--- src/design/psu_pkg.sv ---
// Package: constants, widths, codes and shared types for the PNG scanline unfilter.
`timescale 1ns / 1ps
package psu_pkg;

  localparam int MAX_WIDTH       = 1024;
  localparam int BYTES_PER_PIXEL = 4;
  localparam int STORE_DEPTH     = MAX_WIDTH * BYTES_PER_PIXEL;

  localparam int BYTE_W   = 8;
  localparam int WIDTH_W  = 11;
  localparam int HEIGHT_W = 16;
  localparam int COL_W    = (STORE_DEPTH > 1) ? $clog2(STORE_DEPTH) : 1;
  localparam int CH_W     = (BYTES_PER_PIXEL > 1) ? $clog2(BYTES_PER_PIXEL) : 1;
  localparam int MAXW_W   = $clog2(MAX_WIDTH + 1);
  localparam int WEFF_W   = (WIDTH_W > MAXW_W) ? WIDTH_W : MAXW_W;

  localparam int CFG_IDX_W  = 1;
  localparam int CFG_DATA_W = 16;

  localparam logic [CFG_IDX_W-1:0] CFG_IMAGE_WIDTH  = 1'd0;
  localparam logic [CFG_IDX_W-1:0] CFG_IMAGE_HEIGHT = 1'd1;

  localparam logic [BYTE_W-1:0] FILT_NONE  = 8'd0;
  localparam logic [BYTE_W-1:0] FILT_SUB   = 8'd1;
  localparam logic [BYTE_W-1:0] FILT_UP    = 8'd2;
  localparam logic [BYTE_W-1:0] FILT_AVG   = 8'd3;
  localparam logic [BYTE_W-1:0] FILT_PAETH = 8'd4;

  typedef struct packed {
    logic              valid;
    logic [BYTE_W-1:0] raw;
    logic [BYTE_W-1:0] filter;
    logic [COL_W-1:0]  col;
    logic [CH_W-1:0]   ch;
    logic              first_row;
    logic              left_ok;
    logic              last_col;
    logic              last_row;
  } stage_t;

  typedef struct packed {
    logic              en;
    logic [COL_W-1:0]  addr;
    logic [BYTE_W-1:0] data;
  } store_wr_t;

endpackage

--- src/design/psu_recon.sv ---
// Reconstruction: predictor selection, neighbour registers and output register.
`timescale 1ns / 1ps
module psu_recon (
  input  logic                       clk,
  input  logic                       rst,
  input  psu_pkg::stage_t            stage,
  input  logic [psu_pkg::BYTE_W-1:0] rd_data,
  output logic                       adv,
  output psu_pkg::store_wr_t         wr,
  output logic                       out_valid,
  input  logic                       out_ready,
  output logic [psu_pkg::BYTE_W-1:0] pixel_byte,
  output logic                       row_end,
  output logic                       image_end
);
  import psu_pkg::*;

  logic [BYTE_W-1:0] left_bytes [BYTES_PER_PIXEL];
  logic [BYTE_W-1:0] ul_bytes [BYTES_PER_PIXEL];

  logic [BYTE_W-1:0] a;
  logic [BYTE_W-1:0] b;
  logic [BYTE_W-1:0] c;
  logic [BYTE_W-1:0] pa;
  logic [BYTE_W-1:0] pb;
  logic signed [BYTE_W+1:0] p_sum;
  logic [BYTE_W:0]   pc;
  logic [BYTE_W:0]   avg_sum;
  logic [BYTE_W-1:0] paeth;
  logic [BYTE_W-1:0] pred;
  logic [BYTE_W-1:0] value;
  logic              step;

  assign adv  = !out_valid || out_ready;
  assign step = stage.valid && adv;

  always_comb begin
    a = stage.left_ok ? left_bytes[stage.ch] : '0;
    b = stage.first_row ? '0 : rd_data;
    c = (!stage.first_row && stage.left_ok) ? ul_bytes[stage.ch] : '0;
    pa = (b >= c) ? b - c : c - b;
    pb = (a >= c) ? a - c : c - a;
    p_sum = $signed({2'b00, a}) + $signed({2'b00, b}) - $signed({1'b0, c, 1'b0});
    pc = p_sum[BYTE_W+1] ? (BYTE_W+1)'(0) - p_sum[BYTE_W:0] : p_sum[BYTE_W:0];
    if ({1'b0, pa} <= {1'b0, pb} && {1'b0, pa} <= pc) begin
      paeth = a;
    end else if ({1'b0, pb} <= pc) begin
      paeth = b;
    end else begin
      paeth = c;
    end
    avg_sum = {1'b0, a} + {1'b0, b};
    case (stage.filter)
      FILT_SUB:   pred = a;
      FILT_UP:    pred = b;
      FILT_AVG:   pred = avg_sum[BYTE_W:1];
      FILT_PAETH: pred = paeth;
      default:    pred = '0;
    endcase
    value = stage.raw + pred;
  end

  assign wr.en   = step;
  assign wr.addr = stage.col;
  assign wr.data = value;

  always_ff @(posedge clk) begin
    if (rst) begin
      for (int i = 0; i < BYTES_PER_PIXEL; i++) begin
        left_bytes[i] <= '0;
        ul_bytes[i]   <= '0;
      end
    end else if (step) begin
      left_bytes[stage.ch] <= value;
      ul_bytes[stage.ch]   <= b;
    end
  end

  always_ff @(posedge clk) begin
    if (rst) begin
      out_valid <= 1'b0;
    end else if (adv) begin
      out_valid <= stage.valid;
    end
  end

  always_ff @(posedge clk) begin
    if (step) begin
      pixel_byte <= value;
      row_end    <= stage.last_col;
      image_end  <= stage.last_col && stage.last_row;
    end
  end

endmodule

--- config.mk ---
export PLATFORM = sky130hd
export DESIGN_NAME = psu_recon
export DESIGN_NICKNAME = d
export VERILOG_FILES = /design/src/design/psu_pkg.sv /design/src/design/psu_recon.sv
export SDC_FILE = /design/constraint.sdc
export NUM_CORES = 1
export LEC_CHECK = 0
export ABC_AREA = 0
export BUFFER_PORTS_ARGS = -buffer_cell sky130_fd_sc_hd__buf_4
export CAP_MARGIN = 10
export CORE_ASPECT_RATIO = 0.6
export CORE_UTILIZATION = 25
export DETAILED_ROUTE_END_ITERATION = 16
export PLACE_DENSITY = 0.51
export SYNTH_ARGS = -nofsm -noshare
export SYNTH_HDL_FRONTEND = slang
export SYNTH_SLANG_ARGS = --single-unit
--- constraint.sdc ---
create_clock -name clk -period 11.8 [get_ports clk]
set_input_delay 2.36 -clock clk [delete_from_list [all_inputs] [get_ports clk]]
set_output_delay 2.36 -clock clk [all_outputs]
set_load 0.01 [all_outputs]
==> impl_metrics.json <==
{
  "synth_simple_gate_area_share_pct": 14.6,
  "max_cap_viol_count": 0,
  "swShare_pct": 40.0,
  "htree_levels": 3,
  "critPathTopFamily": "compound AO/OA/AOI/OAI gates",
  "vdd_drop_max_mv": 0.0614,
  "vias_per_cell": 4.92,
  "wl_per_cell_um": 19.3,
  "tns_ns": 0,
  "worstPathMaxFanout": 14,
  "cts_sinks": 75,
  "drtIter0Drc": 553,
  "netlist_instances": 697,
  "ant_nets": 0,
  "nNetsFinal": 962,
  "p_int_w": 0.000853,
  "finalHoldViolCount": 0,
  "placed_area_sq_um": 8310,
  "synth_fa_ha_area_share_pct": 17.7,
  "place_hpwl_um": 18700,
  "syn_nets": 833,
  "synthMuxAreaShare_pct": 8.00,
  "grt_pass1_wl_um": 34200,
  "drc": 0,
  "num_vias": 5859,
  "p_leak_nw": 3.82,
  "overflow": 0,
  "core-area_sq_um": 26800,
  "cp_num_buf_inv": 7,
  "combPwrFrac_pct": 58.1,
  "cts_tree": "yes",
  "power_switching_w": 0.000569,
  "grt_start_max_net_pins": 23,
  "cts_hold_buffers": 0,
  "cts-root-buf": "clkbuf_16",
  "die_y_um": 131,
  "finalWorstPathRequiredPeriod_ns": 11.49,
  "min_path_cells": 2,
  "cpPeakStageDelay_ns": 0.51,
  "outcome": "finished, final reports clean",
  "hold_class": "reg2reg",
  "num_rows": 46,
  "powerDensity_nw_per_um2": 160,
  "first_pass_iters": 5,
  "arrival_ns": 9.13,
  "holdPathEnd": "out_valid",
  "worstMarginPinSlew_ns": 1.02,
  "reg2reg_slack_ns": 4.46,
  "syn-mean-instance-area_sq_um": 9.90,
  "synth_xor_area_share_pct": 5.46,
  "regToRegStartpoint": "ul_bytes[3][5]",
  "antenna_found_initial": 0,
  "r2r_cells": 35,
  "skew_ns": 0.0125,
  "n_antenna_cell": 0,
  "slowest_stage": "mux4_2",
  "startpoint_type": "input pin",
  "synth_warnings": 0,
  "area.growth.synth_to_final_pct": 28.6,
  "path_class": "in2out",
  "clkTransAtPathRegs_ns": 0.06,
  "synth-edff-count": 74,
  "dp_cells": 1173,
  "yosys_most_used_dff": "edfxtp_1",
  "power_frac_seq_pct": 22.1,
  "routabilityCongestion": 0.977,
  "grt_pass1_vias": 5460,
  "min_period_over_period_pct": 97.4,
  "final_cell_mix": "buf_4 (151), nor2_1 (74), edfxtp_1 (74), ha_1 (72), inv_1 (59)",
  "port_buffers": 54,
  "synth_compound_area_share_pct": 15.5,
  "yosysSeqAreaShare_pct": 32.5,
  "min_from": "out_valid",
  "io_pins": 79,
  "synth_top_family_by_area": "adder cells",
  "grtUsageTotal_pct": 16.4,
  "pwr-share-clk_pct": 19.8,
  "ys_async_sr_fraction_pct": 0,
  "die_w_um": 216,
  "layout-drive-gt1-share_pct": 30.8,
  "wl_um": 23000,
  "r2r-end": "left_bytes[2][7]",
  "start_util_pct": 25.8,
  "setup_violations": 0,
  "finalNonFillerCells": 1191,
  "drv_slew": 0,
  "die-area_sq_um": 28300,
  "clk_latency_ns": 0.35,
  "numCtsBuffers": 9,
  "final_util_pct": 33.2,
  "cts.path.max_buffers": 2,
  "design_area_sq_um": 8870,
  "worstPathRequired_ns": 9.44,
  "ys_ff_latch": 75,
  "final_common_cell": "buf_4",
  "yosysUniqueCellTypes": 76,
  "slew_headroom_pct": 32.1,
  "max_freq_mhz": 87.0,
  "synth_area_sq_um": 6900,
  "crit_path_end_kind": "output pin"
}
cell families after synthesis:
group,count (synthesis)
AOI/OAI and AO/OA,155
xor gates and xnor gates,40
adders and majority gates,90
buffers and inverters,101
DFF,75
muxes,37
and+or+nand+nor,199
power by group through the flow:
stage          logic, W  registers, W  clock network [W]
5_1_grt        0.000894      0.000316           0.000294
3_5_place_dp   0.000759      0.000320                  0
2_1_floorplan  0.000464      0.000320                  0
6_report       0.000826      0.000314           0.000282
4_1_cts        0.000770      0.000314           0.000285
3_3_place_gp   0.000760      0.000320                  0
flip-flops by register name, summed over array words and instances, names as in the netlist:
register,flops
ul_bytes,32
image_end,1
left_bytes,32
row_end,1
out_valid,1
pixel_byte,8
worst max-delay path by stage:
stage               cells after the start     to  slack [ns]     start
floorplan                              35  wr[7]        0.17  stage[4]
global placement                       36  wr[7]       -0.03  stage[4]
detailed placement                     37  wr[7]       -0.17  stage[4]
CTS                                    38  wr[7]        0.01  stage[4]
global route                           37  wr[7]       -0.03  stage[4]
finish                                 35  wr[7]        0.31  stage[4]
synth_stat cells, drive strengths merged, types with 3 or more instances:
cell type / instances / area (sq um)
ha: 77 / 963
edfxtp: 74 / 2220
nor2: 74 / 278
inv: 63 / 236
a21oi: 43 / 219
nand2: 35 / 131
o21ai: 33 / 165
xnor2: 23 / 220
buf: 20 / 128
clkbuf: 18 / 67.6
mux2i: 18 / 180
nand2b: 18 / 113
xor2: 17 / 156
and2: 15 / 93.8
mux4: 14 / 315
nor2b: 14 / 87.6
fa: 13 / 260
nor3: 13 / 75.1
o211ai: 11 / 92.6
a21o: 10 / 75.1
nand3: 9 / 45.0
o21a: 6 / 52.6
o31ai: 6 / 45.0
a221oi: 5 / 50.0
a31oi: 5 / 31.3
mux2: 5 / 56.3
o22ai: 5 / 37.5
a211oi: 3 / 22.5
a21boi: 3 / 22.5
and3: 3 / 18.8
nand4: 3 / 25.0
nor4: 3 / 25.0
o2111ai: 3 / 32.5
o211a: 3 / 30.0
stage by stage:
step / worst slack, ns / hold slack, ns / total power (W)
final: 0.307 / 0.538 / 0.00142
after global routing: -0.0265 / 0.580 / 0.00150
after CTS: 0.0150 / 0.539 / 0.00137
after detailed placement: -0.169 / 0.532 / 0.00108
after global placement: -0.0340 / 0.528 / 0.00108
after floorplan: 0.168 / 0.600 / 0.000784
what timing repair did:
item                       4_1_cts  5_1_grt
resized for setup                8       54
pin swaps                        2       18
setup endpoints to repair        1        4
setup buffers                    1        1
layout make-up:
type                    instances  area (sq um)
repair buffers                156          1200
well taps                     360           450
flip-flops and latches         75          2240
clock inverters                 7          73.8
inverters                      63           236
multi-input cells             521          4450
fillers                      2769         17900
clock buffers                   9           225
routing by layer:
metal	routed length (um)	global-route usage (%)	part of all wire [%]	up-vias
met5	0	0	0	-
met1	12600	27.5	55	2856
met3	2430	5.37	11	8
li1	-	-	-	2769
met2	7870	19.7	34	226
met4	78	1.28	0.34	0
worst min-delay path: stages (launching register included):
cell,delay (ns)
dfxtp_1,0.31
nand2b_1,0.11
a21oi_1,0.08
(Power assumes the default switching activity.)
