[src/design/psu_pkg.sv]
// Package: constants, widths, codes and shared types for the PNG scanline unfilter.
`timescale 1ns / 1ps
package psu_pkg;

  localparam int MAX_WIDTH       = 1024;
  localparam int BYTES_PER_PIXEL = 4;
  localparam int STORE_DEPTH     = MAX_WIDTH * BYTES_PER_PIXEL;

  localparam int BYTE_W   = 8;
  localparam int WIDTH_W  = 11;
  localparam int HEIGHT_W = 16;
  localparam int COL_W    = (STORE_DEPTH > 1) ? $clog2(STORE_DEPTH) : 1;
  localparam int CH_W     = (BYTES_PER_PIXEL > 1) ? $clog2(BYTES_PER_PIXEL) : 1;
  localparam int MAXW_W   = $clog2(MAX_WIDTH + 1);
  localparam int WEFF_W   = (WIDTH_W > MAXW_W) ? WIDTH_W : MAXW_W;

  localparam int CFG_IDX_W  = 1;
  localparam int CFG_DATA_W = 16;

  localparam logic [CFG_IDX_W-1:0] CFG_IMAGE_WIDTH  = 1'd0;
  localparam logic [CFG_IDX_W-1:0] CFG_IMAGE_HEIGHT = 1'd1;

  localparam logic [BYTE_W-1:0] FILT_NONE  = 8'd0;
  localparam logic [BYTE_W-1:0] FILT_SUB   = 8'd1;
  localparam logic [BYTE_W-1:0] FILT_UP    = 8'd2;
  localparam logic [BYTE_W-1:0] FILT_AVG   = 8'd3;
  localparam logic [BYTE_W-1:0] FILT_PAETH = 8'd4;

  typedef struct packed {
    logic              valid;
    logic [BYTE_W-1:0] raw;
    logic [BYTE_W-1:0] filter;
    logic [COL_W-1:0]  col;
    logic [CH_W-1:0]   ch;
    logic              first_row;
    logic              left_ok;
    logic              last_col;
    logic              last_row;
  } stage_t;

  typedef struct packed {
    logic              en;
    logic [COL_W-1:0]  addr;
    logic [BYTE_W-1:0] data;
  } store_wr_t;

endpackage

[src/design/psu_ctrl.sv]
// Control: configuration registers, row and column counters, input stage register.
`timescale 1ns / 1ps
module psu_ctrl (
  input  logic                          clk,
  input  logic                          rst,
  input  logic                          cfg_valid,
  input  logic [psu_pkg::CFG_IDX_W-1:0] cfg_index,
  input  logic [psu_pkg::CFG_DATA_W-1:0] cfg_data,
  output logic                          cfg_ready,
  input  logic                          in_valid,
  input  logic [psu_pkg::BYTE_W-1:0]    in_byte,
  output logic                          in_ready,
  input  logic                          adv,
  output psu_pkg::stage_t               stage,
  output logic                          rd_en,
  output logic [psu_pkg::COL_W-1:0]     rd_addr
);
  import psu_pkg::*;

  logic [WIDTH_W-1:0]  image_width;
  logic [HEIGHT_W-1:0] image_height;
  logic                awaiting;
  logic [BYTE_W-1:0]   row_filter;
  logic [COL_W-1:0]    col;
  logic [CH_W-1:0]     ch;
  logic [HEIGHT_W-1:0] row;

  logic [WEFF_W-1:0]   w_ext;
  logic [WEFF_W-1:0]   w_eff;
  logic [COL_W:0]      row_bytes;
  logic [HEIGHT_W-1:0] h_last;
  logic                last_col;
  logic                last_row;
  logic                accept;
  logic                sample;

  assign cfg_ready = 1'b1;
  assign in_ready  = !stage.valid || adv;
  assign accept    = in_valid && in_ready;
  assign sample    = accept && !awaiting;
  assign rd_en     = sample;
  assign rd_addr   = col;

  always_comb begin
    w_ext = WEFF_W'(image_width);
    if (w_ext == '0) begin
      w_eff = WEFF_W'(1);
    end else if (w_ext > WEFF_W'(MAX_WIDTH)) begin
      w_eff = WEFF_W'(MAX_WIDTH);
    end else begin
      w_eff = w_ext;
    end
    row_bytes = (COL_W+1)'(w_eff * BYTES_PER_PIXEL);
    h_last    = (image_height == '0) ? '0 : image_height - HEIGHT_W'(1);
    last_col  = ({1'b0, col} + (COL_W+1)'(1)) >= row_bytes;
    last_row  = row >= h_last;
  end

  always_ff @(posedge clk) begin
    if (rst) begin
      image_width  <= WIDTH_W'(1);
      image_height <= HEIGHT_W'(1);
    end else if (cfg_valid) begin
      case (cfg_index)
        CFG_IMAGE_WIDTH:  image_width  <= cfg_data[WIDTH_W-1:0];
        CFG_IMAGE_HEIGHT: image_height <= cfg_data[HEIGHT_W-1:0];
        default: ;
      endcase
    end
  end

  always_ff @(posedge clk) begin
    if (rst) begin
      awaiting   <= 1'b1;
      row_filter <= FILT_NONE;
      col        <= '0;
      ch         <= '0;
      row        <= '0;
    end else if (accept) begin
      if (awaiting) begin
        row_filter <= in_byte;
        awaiting   <= 1'b0;
        col        <= '0;
        ch         <= '0;
      end else if (last_col) begin
        col      <= '0;
        ch       <= '0;
        awaiting <= 1'b1;
        row      <= last_row ? '0 : row + HEIGHT_W'(1);
      end else begin
        col <= col + COL_W'(1);
        ch  <= (ch == CH_W'(BYTES_PER_PIXEL - 1)) ? '0 : ch + CH_W'(1);
      end
    end
  end

  always_ff @(posedge clk) begin
    if (rst) begin
      stage.valid <= 1'b0;
    end else if (sample) begin
      stage.valid <= 1'b1;
    end else if (adv) begin
      stage.valid <= 1'b0;
    end
    if (sample) begin
      stage.raw       <= in_byte;
      stage.filter    <= row_filter;
      stage.col       <= col;
      stage.ch        <= ch;
      stage.first_row <= (row == '0);
      stage.left_ok   <= (col >= COL_W'(BYTES_PER_PIXEL));
      stage.last_col  <= last_col;
      stage.last_row  <= last_row;
    end
  end

endmodule

[config.mk]
export PLATFORM = sky130hd
export DESIGN_NAME = psu_ctrl
export DESIGN_NICKNAME = d
export VERILOG_FILES = /design/src/design/psu_pkg.sv /design/src/design/psu_ctrl.sv
export SDC_FILE = /design/constraint.sdc
export NUM_CORES = 1
export LEC_CHECK = 0
export BUFFER_PORTS_ARGS = -buffer_cell sky130_fd_sc_hd__buf_4
export CORE_MARGIN = 4
export CORE_UTILIZATION = 57
export CTS_BUF_LIST = sky130_fd_sc_hd__clkbuf_16
export DETAILED_ROUTE_END_ITERATION = 10
export MAX_ROUTING_LAYER = met4
export PLACE_DENSITY = 0.8
export REMOVE_ABC_BUFFERS = 1
export SYNTH_ARGS = -nofsm -noshare
export SYNTH_HDL_FRONTEND = slang
export SYNTH_SLANG_ARGS = --single-unit
[constraint.sdc]
create_clock -name clk -period 4.54 [get_ports clk]
set_clock_uncertainty 0.05 [all_clocks]
set_input_delay 0.908 -clock clk [delete_from_list [all_inputs] [get_ports clk]]
set_output_delay 0.908 -clock clk [all_outputs]
set_load 0.005 [all_outputs]
==> impl_summary.log, run 1 <==
[metrics] result of the run: complete, no violations
[metrics] DR vias: approximately 4200
[metrics] YS warnings: 0
[metrics] total number of placement rows: 33
[metrics] DR pass1 iterations: 5
[metrics] wire length of the first global-routing pass: ~19 mm
[metrics] grt ovf: 0
[metrics] most frequent cells in the layout: nand2_1, buf_4, dfxtp_1, a21oi_1, ha_1
[metrics] maximum clock frequency: 253 MHz
[metrics] top_reg_cell synth: dfxtp_1
[metrics] Tot Pwr: 1.93 mW
[metrics] worst hold start: row_filter[6]
[metrics] total standard cell area after synthesis: roughly 5000 um2
[metrics] clock tree from TritonCTS: built
[metrics] number of buffers created by CTS: 9
[metrics] initial core utilization: roughly three fifths
[metrics] minimum period implied by the final worst setup slack: just under 4 ns
[metrics] number of DRC markers in iteration 0: between 200 and 300
[metrics] count of antenna diodes in the layout: 0
[metrics] type of destination of the critical path: register
[metrics] total of cells resized after clock tree synthesis: 0
[metrics] crit start category: register
[metrics] worst-case headroom to the max-slew limit: around 34%
[metrics] synthesized instance count: around 530
[metrics] most common cell after layout, fill and taps aside: nand2_1
[metrics] Area growth syn-to-layout: 18.2%
[metrics] number of enable flip-flop cells after synthesis: 34
[metrics] Longest Clk Path Bufs: 2
[metrics] die height: 102 um
[metrics] total clock sinks: around 100
[metrics] Root Driver: clkbuf_16
[metrics] clock insertion delay at the later pin of the skew report: roughly 0.34 ns
[metrics] num ports: 80
[metrics] Final Max Tran Viols: 0
[metrics] number of buffers inserted by port buffering: between 70 and 80
[metrics] total wirelength of the detailed-routed design: 11.3 mm
[metrics] total negative slack: 0 ns
[metrics] Via-to-Cell Ratio: approximately 5.9
[metrics] Post-route DRC: 0
[metrics] number of endpoints failing setup at the final stage: 0
[metrics] Final period util: between 80 and 90%
[metrics] transition time at the pin with the least slew margin: around 0.98 ns
[metrics] Worst Slack Setup Final: slightly below 0.6 ns
[metrics] worst endpoint data arrival time: about 4.2 ns
[metrics] worst hold-check path type: register to register
[metrics] share of layout cells above drive strength 1: a little under a fifth
[metrics] final core area utilization: a little over two thirds
[metrics] HPWL after detailed placement: 8.38 mm
[metrics] flip-flop and latch count after synthesis: between 100 and 150
[metrics] worst reg2reg path startpoint: image_height[6]
[metrics] largest fanout on the critical path: 17
[metrics] Hold Buf Count CTS: 0
[metrics] number of nets with antenna violations after routing: 0
[metrics] die span in x: ~100 um
[metrics] Power Dens Cells: roughly 330 nW/um2
[metrics] placeable core region: 8380 um2
[metrics] clock-pin slew reported for the worst setup and hold paths after clock tree synthesis: approximately 0.070 ns
[metrics] wire length per cell: 15.9 um
[metrics] VDD IR-drop max: around 0.00018 V
[metrics] max capacitance violation total: 0
[metrics] average cell area after synthesis: around 9.5 um2
[metrics] register area share after synthesis: between 40% and 50%
[metrics] startpoint of the most critical setup path: image_height[6]
[metrics] full die area: just over 10000 um2
[metrics] CP Data Required Time: between 4 and 5 ns
[metrics] Final GP Congestion: 0.903
[metrics] RSZ-0062 raised after global routing: false
[metrics] Crit Path Class: register to register
[metrics] synth unique cells: slightly above 60
[metrics] number of antenna violations at the first check in global routing: 0
[metrics] CTS H-Tree Depth: 3
[metrics] All-Layer GR Usage: between 20% and 30%
[metrics] leakage component of the power: 2.53 nW
[metrics] number of buffers inserted by post-CTS setup repair: 0
[metrics] pre-CTS setup slack: 0.656 ns
[metrics] Filler Cells Inserted: between 600 and 700
[metrics] largest net degree at the start of global routing: 61
[metrics] proportion of synthesized flip-flops having asynchronous set or reset: 0%
[metrics] number of global-route vias before repair: 4040
[metrics] final hold viol count: 0
[metrics] fin nets: ~670
[path summary, 6_finish.rpt]
| check | to | cells after the start | slack (ns) |
|---|---|---|---|
| max | row[0] | 12 | 0.59 |
| min reg2reg | stage[24] | 0 | 0.38 |
| max reg2reg | row[0] | 12 | 0.59 |
| min | stage[24] | 0 | 0.38 |
[cell type report]
type | count | area (um2) | area share (%)
clock inverter | 6 | 47.5 | 0.801
timing repair buffer | 79 | 593 | 9.99
sequential | 101 | 2360 | 39.8
clock buffer | 9 | 225 | 3.79
inverter | 13 | 48.8 | 0.822
multi-input combinational | 396 | 2530 | 42.6
tap | 105 | 131 | 2.21
[critical path, cell delays in order (launching register included)]
cell	delay, ns
dfxtp_1	0.36
or4_4	0.59
nor4_4	0.20
nand2b_2	0.11
or3_4	0.41
and2_2	0.22
ha_1	0.27
nor2_1	0.09
a21oi_1	0.08
o311ai_2	0.35
nand4b_2	0.47
nor2_2	0.48
mux2_2	0.22
[report_power, final]
| part | internal [mW] | switching [mW] | total [mW] |
|---|---|---|---|
| registers | 0.968 | 0.0230 | 0.991 |
| clock network | 0.374 | 0.336 | 0.710 |
| logic | 0.101 | 0.132 | 0.232 |
| total | 1.44 | 0.490 | 1.93 |
[logic make-up (layout without fill, tap and decap cells)]
family / after synthesis / count (layout) / share of synthesized area [%]
and+or+nand+nor: 226 / 226 / 22.6
AOI/OAI and AO/OA: 105 / 105 / 13.6
DFF: 101 / 101 / 47.0
adders and majority gates: 35 / 35 / 8.72
buffers and inverters: 31 / 107 / 2.62
xor gates and xnor gates: 19 / 19 / 3.31
muxes: 10 / 10 / 2.02
other: 1 / 1 / 0.0747
[sequential cells by signal (all words and copies together), names as in the netlist]
name and cells:
stage 35, image_height 16, row 16, rd_addr 12, image_width 11, row_filter 8, ch 2, awaiting 1
[stage by stage]
step	cell area, um2	cells	hold WS [ns]
CTS	5940	709	0.383
detailed placement	5660	694	0.365
floorplan	4940	510	0.358
finish	5940	709	0.382
global route	5940	709	0.395
global placement	5660	694	0.361
[cells in the mapped netlist, types with 2 or more instances]
master    count  area [um2]
nor3_1       11        55.1
nor2_1       28         105
nand2b_1      3        18.8
a22o_1        7        61.3
xnor2_1      10        87.6
inv_1        11        41.3
nand2_1      96         360
or2_2         4        25.0
nand4_1      10        62.6
o22ai_1      12        75.1
nand3b_1      4        30.0
buf_2         3        15.0
nor4_1       14        87.6
a21boi_0      3        22.5
and2_1        3        18.8
edfxtp_1     34        1020
o21ba_2       2        20.0
nand3_1      14        70.1
nor4b_1       4        35.0
clkbuf_1     11        41.3
dfxtp_1      67        1340
nor2b_1      12        75.1
a21oi_1      44         220
and3_1       10        62.6
mux2i_1       9        90.1
a21o_1        7        52.6
ha_1         35         438
xor2_1        9        78.8
a32o_1        7        70.1
buf_1         2        7.51
o31ai_1       2        15.0
o21ai_0      11        55.1
[routing by layer]
metal	vias up	GRT usage [%]	part of all wire [%]
met3	23	3.75	5.9
li1	2057	-	-
met2	144	38.8	49
met1	1973	29.9	43
met5	-	-	0
met4	0	7.47	1.7
Note: power is estimated with default switching activity, not from simulation.
==> run 2: changes to the inputs <==
Settings changed: REMOVE_ABC_BUFFERS 1 to unset, TNS_END_PERCENT set to 30.
==> impl_summary.log, run 2 (synthesis results as in run 1) <==
[metrics] HPWL after detailed placement: just over 8 mm
[metrics] fraction of power spent switching nets: about a quarter
[metrics] R2R Path End: row[0]
[metrics] num ports: 80
[metrics] destination of the worst hold path: stage[18]
[metrics] hold-critical path depth: 0
[metrics] die span in x: between 100 and 150 um
[metrics] share of total power in the clock network: about two fifths
[metrics] Tot Pwr: 2.06 mW
[metrics] worst hold start: row_filter[0]
[metrics] cell internal pwr: 1.52 mW
[metrics] Crit Path Class: register to register
[metrics] RSZ-0062 raised after global routing: false
[metrics] Via-to-Cell Ratio: between 5 and 6
[metrics] worst-path cell with the longest stage delay: nor4_1
[metrics] number of buffers inserted by post-CTS setup repair: 0
[metrics] transition time at the pin with the least slew margin: between 0.9 and 1 ns
[metrics] logic gate share of total power: between 10 and 15%
[metrics] relative contribution of sequential cells to total power: 48.2%
[metrics] startpoint of the most critical setup path: image_height[2]
[metrics] Hold Buf Count CTS: 0
[metrics] number of global-route vias before repair: 3893
[metrics] number of buffers created by CTS: 9
[metrics] largest fanout on the critical path: 17
[metrics] wire length of the first global-routing pass: approximately 18 mm
[metrics] VDD IR-drop max: between 0.0002 and 0.00025 V
[metrics] slowest cell delay on critical path: between 0.6 and 0.7 ns
[metrics] CTS H-Tree Depth: 3
[metrics] DR pass1 iterations: 4
[metrics] total wirelength of the detailed-routed design: 11.3 mm
[metrics] die height: approximately 100 um
[metrics] worst hold-check path type: register to register
[metrics] most frequent cells in the layout: nand2_1, buf_4, dfxtp_1, a21oi_1, ha_1
[metrics] setup slack of the most critical reg-to-reg path: 0.59 ns
[metrics] total clock sinks: about 100
[metrics] minimum period implied by the final worst setup slack: 3.95 ns
[metrics] Final GP Congestion: between 0.9 and 1
[metrics] maximum clock frequency: roughly 250 MHz
[metrics] register with the most flip-flops: stage
[metrics] Placed Instance Area: between 5000 and 6000 um2
[metrics] total of cells resized after clock tree synthesis: 0
[metrics] final hold viol count: 0
[metrics] worst endpoint data arrival time: roughly 4.2 ns
[metrics] Final Max Tran Viols: 0
[metrics] Power Dens Cells: around 340 nW/um2
[metrics] Post-Layout Inst Area: about 6000 um2
[metrics] initial core utilization: 59.9%
[metrics] Area growth syn-to-layout: 19.4%
[metrics] DR vias: ~4200
[metrics] Root Driver: clkbuf_16
[metrics] clock tree from TritonCTS: built
[metrics] max capacitance violation total: 0
[metrics] Final period util: 87.1%
[metrics] most common cell after layout, fill and taps aside: nand2_1
[metrics] registers with the most flip-flops: stage: 35 flops, image_height: 16 flops, row: 16 flops
[metrics] worst reg2reg path startpoint: image_height[2]
[metrics] All-Layer GR Usage: 22.5%
[metrics] largest net degree at the start of global routing: 61
[metrics] flip-flop count of the largest register, all copies and words added: 35
[metrics] total negative slack: 0 ns
[metrics] clock insertion delay at the later pin of the skew report: about 0.35 ns
[metrics] number of endpoints failing setup at the final stage: 0
[metrics] fin nets: 665
[metrics] net count after synthesis: 593
[metrics] number of buffers inserted by port buffering: 78
[metrics] Longest Clk Path Bufs: 2
[metrics] leakage component of the power: around 2.6 nW
[metrics] number of nets with antenna violations after routing: 0
[metrics] wire length per cell: roughly 16 um
[metrics] worst-path cell chain: nor4_1 > nand2_1 > or3_1 > nor3_1 > a21oi_1 > ha_1 > nand4_1 > nor2_1 > a21oi_1 > nand4b_2 > nor2_2 > mux2_2
[metrics] Sw Pwr: 0.540 mW
[metrics] clock-pin slew reported for the worst setup and hold paths after clock tree synthesis: 0.08 ns
[metrics] most used cell, CP: a21oi_1
[metrics] count of antenna diodes in the layout: 0
[metrics] number of DRC markers in iteration 0: roughly 250
[metrics] full die area: a little over 10000 um2
[metrics] total number of placement rows: 33
[metrics] share of layout cells above drive strength 1: about a fifth
[metrics] crit start category: register
[metrics] CP Data Required Time: 4.78 ns
[metrics] type of destination of the critical path: register
[metrics] Post-route DRC: 0
[metrics] number of antenna violations at the first check in global routing: 0
[metrics] grt ovf: 0
[metrics] placeable core region: roughly 8400 um2
[metrics] result of the run: complete, no violations
[metrics] worst-case headroom to the max-slew limit: between 30% and 40%
[metrics] length in cells of the worst reg-to-reg path: 12
run 2: cell types whose count changed in the layout (fill, tap and decap cells not counted), sizes merged:
cell | previous run | this run
clkinvlp | 2 | 0
clkinv | 1 | 6
inv | 16 | 13
bufinv | 0 | 1
run 2: through the flow:
step           std cells  util [%]  worst slack, ns  hold slack, ns
2_1_floorplan        528         -             1.20           0.358
3_3_place_gp         694      67.6            0.828           0.361
3_5_place_dp         694      67.6            0.633           0.367
4_1_cts              710      71.5            0.637           0.388
5_1_grt              710      71.5            0.309           0.399
6_report             710      71.5            0.587           0.385
run 2: final cells by class:
class | count | area (um2)
well taps | 105 | 131
clock inverters | 7 | 108
inverters | 13 | 48.8
clock buffers | 9 | 225
repair buffers | 79 | 593
fillers | 616 | 2390
flip-flops and latches | 101 | 2360
multi-input cells | 396 | 2530
run 2: worst max path at each step:
| stage | end | slack [ns] | cells past startpoint |
|---|---|---|---|
| 2_1_floorplan | row[12] | 1.20 | 13 |
| 3_3_place_gp | row[0] | 0.83 | 12 |
| 3_5_place_dp | row[0] | 0.63 | 12 |
| 4_1_cts | row[0] | 0.64 | 12 |
| 5_1_grt | row[0] | 0.31 | 12 |
| 6_report | row[0] | 0.59 | 12 |
run 2: metal layers:
layer / vias to the layer above / GRT usage, % / routed length, um
li1: 2065 / - / -
met1: 1935 / 30.1 / 4930
met2: 165 / 35.7 / 5420
met3: 10 / 4.23 / 846
met4: 0 / 5.75 / 99
met5: - / - / 0
run 2: power groups by stage:
stage / Clock [mW] / Combinational (mW) / Sequential [mW]
finish: 0.830 / 0.236 / 0.991
global route: 0.872 / 0.263 / 0.995
CTS: 0.833 / 0.236 / 0.991
detailed placement: 0 / 0.234 / 1.01
global placement: 0 / 0.223 / 1.01
floorplan: 0 / 0.153 / 1.01
run 2: critical path, delay by kind of cell (launching register included):
kind            cells  cell delay [ns]
compound gates      2             0.38
simple gates        8             2.57
mux                 1             0.23
fa+ha+maj           1             0.31
flops               1             0.36
